**src/hw/rtl/rbbt_pkg.sv**
```systemverilog
`default_nettype none
// ----------------------------------------------------------------------------
// rbbt_pkg
// Shared constants, codes and control types of the ring buffer transfer core.
// ----------------------------------------------------------------------------
package rbbt_pkg;

    localparam int DEPTH_DEFAULT    = 1024;
    localparam int MAX_READ_DEFAULT = 64;

    // ring_size after reset, before clamping to the slot count
    localparam int RING_SIZE_RESET  = 1024;
    localparam int RING_SIZE_MIN    = 2;

    localparam int SIZE_CFG_W = 11;
    localparam int LEN_W      = 7;
    localparam int COUNT_W    = 10;
    localparam int STATUS_W   = 3;

    localparam logic [COUNT_W-1:0] COUNT_MAX = 10'd1023;

    localparam logic OP_WRITE = 1'b0;
    localparam logic OP_READ  = 1'b1;

    localparam logic [STATUS_W-1:0] ST_READ_BYTE   = 3'd0;
    localparam logic [STATUS_W-1:0] ST_WRITE_DONE  = 3'd1;
    localparam logic [STATUS_W-1:0] ST_WRITE_BLOCK = 3'd2;
    localparam logic [STATUS_W-1:0] ST_READ_BLOCK  = 3'd3;
    localparam logic [STATUS_W-1:0] ST_READ_EMPTY  = 3'd4;

    // controller -> datapath
    typedef struct packed {
        logic do_write;   // write beat accepted
        logic rd_block;   // read request on an empty buffer
        logic rd_zero;    // zero-length read on a non-empty buffer
        logic rd_start;   // read request that moves bytes
        logic rd_emit;    // load the fetched byte into the output register
        logic fetch;      // read one slot at the read index and advance it
    } ctrl_cmd_t;

    // datapath -> controller
    typedef struct packed {
        logic empty;
        logic len_zero;
        logic final_byte;
        logic out_free;
    } dp_status_t;

endpackage : rbbt_pkg
`default_nettype wire

```
**src/hw/rtl/rbbt_ctrl.sv**
```systemverilog
`default_nettype none
// ----------------------------------------------------------------------------
// rbbt_ctrl
// Sequencer: takes input beats, starts reads and paces byte emission.
// ----------------------------------------------------------------------------
module rbbt_ctrl
(
    input  wire                   clk,
    input  wire                   rst_n,
    input  wire                   in_valid,
    input  wire                   operation,
    input  rbbt_pkg::dp_status_t  dp_status,
    output logic                  in_ready,
    output rbbt_pkg::ctrl_cmd_t   cmd
);
    import rbbt_pkg::*;

    localparam logic [0:0] S_IDLE = 1'b0;
    localparam logic [0:0] S_READ = 1'b1;

    logic [0:0] state_reg;
    logic [0:0] state_next;
    logic       accept;
    logic       is_read;

    assign in_ready = (state_reg == S_IDLE) && dp_status.out_free;
    assign accept   = in_valid && in_ready;
    assign is_read  = (operation == OP_READ);

    always_comb
    begin
        cmd.do_write = accept && !is_read;
        cmd.rd_block = accept && is_read && dp_status.empty;
        cmd.rd_zero  = accept && is_read && !dp_status.empty && dp_status.len_zero;
        cmd.rd_start = accept && is_read && !dp_status.empty && !dp_status.len_zero;
        cmd.rd_emit  = (state_reg == S_READ) && dp_status.out_free;
        // prefetch the next byte while the current one goes out
        cmd.fetch    = cmd.rd_start || (cmd.rd_emit && !dp_status.final_byte);
    end

    always_comb
    begin
        state_next = state_reg;
        unique case (state_reg)
            S_IDLE:
            begin
                if (cmd.rd_start)
                begin
                    state_next = S_READ;
                end
            end
            S_READ:
            begin
                if (cmd.rd_emit && dp_status.final_byte)
                begin
                    state_next = S_IDLE;
                end
            end
            default:
            begin
                state_next = S_IDLE;
            end
        endcase
    end

    always_ff @(posedge clk or negedge rst_n)
    begin
        if (!rst_n)
        begin
            state_reg <= S_IDLE;
        end
        else
        begin
            state_reg <= state_next;
        end
    end

endmodule : rbbt_ctrl
`default_nettype wire

```
**config.mk**
```make
export PLATFORM = sky130hd
export DESIGN_NAME = rbbt_ctrl
export DESIGN_NICKNAME = d
export VERILOG_FILES = /design/src/hw/rtl/rbbt_pkg.sv /design/src/hw/rtl/rbbt_ctrl.sv
export SDC_FILE = /design/constraint.sdc
export NUM_CORES = 1
export LEC_CHECK = 0
export BUFFER_PORTS_ARGS = -buffer_cell sky130_fd_sc_hd__buf_2
export CORE_AREA = 2 2 39 41
export DETAILED_ROUTE_END_ITERATION = 8
export DIE_AREA = 0 0 41 43
export HOLD_SLACK_MARGIN = 0.06
export PLACE_DENSITY = 0.39
export SLEW_MARGIN = 5
export SYNTH_ARGS = -nofsm -noshare
export SYNTH_HDL_FRONTEND = slang
export SYNTH_SLANG_ARGS = --single-unit
```
**constraint.sdc**
```tcl
create_clock -name clk -period 1.2 [get_ports clk]
set_input_delay 0.18 -clock clk [delete_from_list [all_inputs] [get_ports clk]]
set_output_delay 0.18 -clock clk [all_outputs]
set_load 0.01 [all_outputs]
```
==> impl_metrics.yaml <==
yosys:
  average_cell_area_after_synthesis_sq_um: 9.817
  synthesis.area_sq_um: 127.6
  synth_compound_area_share_pct: 26.47
  synth.ff_latch_count: 1
  mappedNetlistNets: 21
  fraction_of_the_mapped_netlist_area_in_adder_cells_pct: 0
  synth.distinct_cells: 12
  yosys_warnings: 0
  synth.yosys.seq_area_share_pct: 19.61
  syn-instance-count: 13
  synthMuxAreaShare_pct: 0
  synth_top_family_by_area: "simple AND/OR/NAND/NOR gates"
  synth-xor-area-share_pct: 0
  yosys.area_share.simple_pct: 48.04
power:
  vdd_ir_drop_max_mv: 0.1608
  p_sw_share_pct: 30.38
  p_per_area_nw_per_um2: 418.2
  power.share.sequential_pct: 39.3
  p_comb_share_pct: 60.7
  static_leakage_uw: 0.0001402
  cell_internal_pwr_uw: 68.49
  switching_power_uw: 29.88
  power_frac_clock_pct: 0
  total_power_uw: 98.37
floorplan:
  die_w_um: 41
  die-height_um: 43
  core-area_sq_um: 1384
  pin_count: 15
  start_util_pct: 9.222
  cell_rows: 14
  die_area_sq_um: 1763
worst_setup_path:
  worstPathArrival_ns: 0.96
  cp-end-kind: "output pin"
  regToRegSetupSlack_ns: 0.19
  path_delay_family: "flip-flops"
  ff2ff_path_depth: 3
  timing.critical_path.required_ns: 1.02
  crit_chain: "nand4b_4 > o32ai_2 > buf_2"
  startpoint: "state_reg"
  regToRegStartpoint: "state_reg"
  regToRegEndpoint: "state_reg"
  setup.worst_path.start_class: "register"
  crit_buf_inv: 1
  crit_path_max_fanout: 5
  cp_slowest_stage_delay_ns: 0.37
  cp_slowest_cell: "sky130_fd_sc_hd__dfrtp_1"
  path_class: "reg -> out"
place:
  pre_cts_ws_ns: 0.05658
  place.port_buffers: 14
  post_dp_cell_area_sq_um: 217.7
  routabilityCongestion: 0.6104
sta:
  timing.slew.headroom_pct: 87.55
  clock-skew-final_ns: 0
  setup_viol: 0
  final-max-slew-violation-count: 0
  worst_slack_ns: 0.06188
  timing.fmax_mhz: 878.6
  worst_pin_slew_ns: 0.1852
  post-route-min-period_ns: 1.138
  timing_hold_violations_final: 0
  final_min_period_over_clock_period_pct: 94.84
layout:
  max_ffs_per_register: 1
  drive_above_1_share_pct: 65.52
  stdcell_area_sq_um: 235.2
  diodes: 0
  area.growth.synth_to_final_pct: 84.31
  finish.net_count: 39
drt:
  routedLengthMet1_um: 202
  routed.top_layer: "met3"
  detail_route.first_pass.iterations: 2
  post_drt_via_cell_ratio: 3.311
  route.met2.wl_um: 86
  antenna_left: 0
  routed_len_inst_um: 8.356
  detailroute.wirelength.met3_um: 87
  initial_drc_count: 2
  routed_wirelength_um: 376
  num_vias: 149
  drc_errors: 0
global_routing:
  grt_max_degree: 6
  antenna_found_initial: 0
  via_count_of_the_first_global_routing_pass: 109
  gr-usage-all-layers_pct: 4.008
  grt_first_pass_wirelength_um: 503
  global_route.overflow_total: 0
flow_run:
  cap_viol_max_count: 0
worst_hold_path:
  holdPathStages: 2
  worst_hold_startpoint: "dp_status[2]"
  min_to: "state_reg"
  timing.hold.worst.class: "in -> reg"
clock_network:
  worstSkewPairLatency_ns: 0
  total_of_cells_resized_after_clock_tree_synthesis: 0
  clk_pin_slew_worst_paths_ns: 0
outcome:
  status: "finished clean"
==> through the flow <==
stage | hold WS [ns] | std cells | util [%] | setup TNS [ns]
3_5_place_dp | -0.03850 | 43 | 15.73 | 0
2_1_floorplan | -0.1156 | 13 | - | 0
6_report | 0.4219 | 45 | 17.00 | 0
3_3_place_gp | -0.04054 | 43 | 15.73 | 0
5_1_grt | 0.4358 | 45 | 17.00 | -0.004328
4_1_cts | 0.4213 | 44 | 16.46 | 0
==> worst max-delay path by stage <==
| stage | endpoint | slack (ns) | cells past startpoint |
|---|---|---|---|
| after floorplan | cmd[3] | 0.10 | 2 |
| after global placement | cmd[0] | 0.05 | 3 |
| after detailed placement | cmd[0] | 0.06 | 3 |
| after CTS | cmd[0] | 0.05 | 3 |
| after global routing | cmd[0] | -0.004 | 3 |
| final | cmd[0] | 0.06 | 3 |
==> metal layers <==
metal | vias to the layer above | track usage (%)
met5 | - | 0
met4 | 0 | 0
met3 | 0 | 1.571
met2 | 15 | 2.813
met1 | 53 | 8.946
li1 | 81 | -
==> synthesized netlist by cell type (all sizes together) <==
| cell type | instances | share of area (%) |
|---|---|---|
| a21bo | 1 | 7.8 |
| and2b | 1 | 6.9 |
| and3b | 1 | 6.9 |
| dfrtp | 1 | 20 |
| inv | 2 | 5.9 |
| nand2 | 1 | 2.9 |
| nand4b | 1 | 19 |
| nor2 | 1 | 2.9 |
| nor3 | 1 | 3.9 |
| nor3b | 1 | 5.9 |
| o31ai | 1 | 5.9 |
| o32ai | 1 | 13 |
==> worst reg2reg max path, delay by kind of cell (launching register included) <==
| family | cells | cell delay (ns) |
|---|---|---|
| AOI/OAI and AO/OA | 1 | 0.18 |
| buffers and inverters | 1 | 0.15 |
| DFF | 1 | 0.37 |
| and+or+nand+nor | 1 | 0.20 |
==> kinds of logic (layout without fill, tap and decap cells) <==
group,count (synthesis),in the layout
simple gates,7,7
compound gates,3,3
buf+inv,2,18
flops,1,1
==> layout by cell type (no fill, tap or decap) <==
master                           n
sky130_fd_sc_hd__nand2_1         1
sky130_fd_sc_hd__nor2_1          1
sky130_fd_sc_hd__and3b_1         1
sky130_fd_sc_hd__o31ai_1         1
sky130_fd_sc_hd__dfrtp_1         1
sky130_fd_sc_hd__o32ai_2         1
sky130_fd_sc_hd__nand4b_4        1
sky130_fd_sc_hd__nor3b_1         1
sky130_fd_sc_hd__and2b_2         1
sky130_fd_sc_hd__buf_4           1
sky130_fd_sc_hd__dlygate4sd3_1   1
sky130_fd_sc_hd__nor3_1          1
sky130_fd_sc_hd__a21bo_2         1
sky130_fd_sc_hd__buf_2          14
sky130_fd_sc_hd__inv_1           2
==> cell type report <==
| class | instances | area (sq um) |
|---|---|---|
| fillers | 145 | 1149 |
| inverters | 2 | 7.507 |
| multi-input cells | 10 | 95.09 |
| flip-flops and latches | 1 | 25.02 |
| well taps | 16 | 20.02 |
| repair buffers | 16 | 87.58 |
==> power by group through the flow <==
stage                     clock network (uW)  registers [uW]  logic (uW)
after floorplan                            0            38.3        25.2
after global routing                       0            39.2        65.0
final                                      0            38.7        59.7
after global placement                     0            39.0        55.6
after CTS                                  0            38.8        58.3
after detailed placement                   0            38.8        55.8
==> repair_timing <==
| item | CTS | global route |
|---|---|---|
| hold buffers | 1 | 0 |
| endpoints found under the hold margin | 1 | 0 |
| endpoints found under the setup margin | 0 | 1 |
| buffers inserted | 0 | 1 |
(Power assumes the default switching activity.)
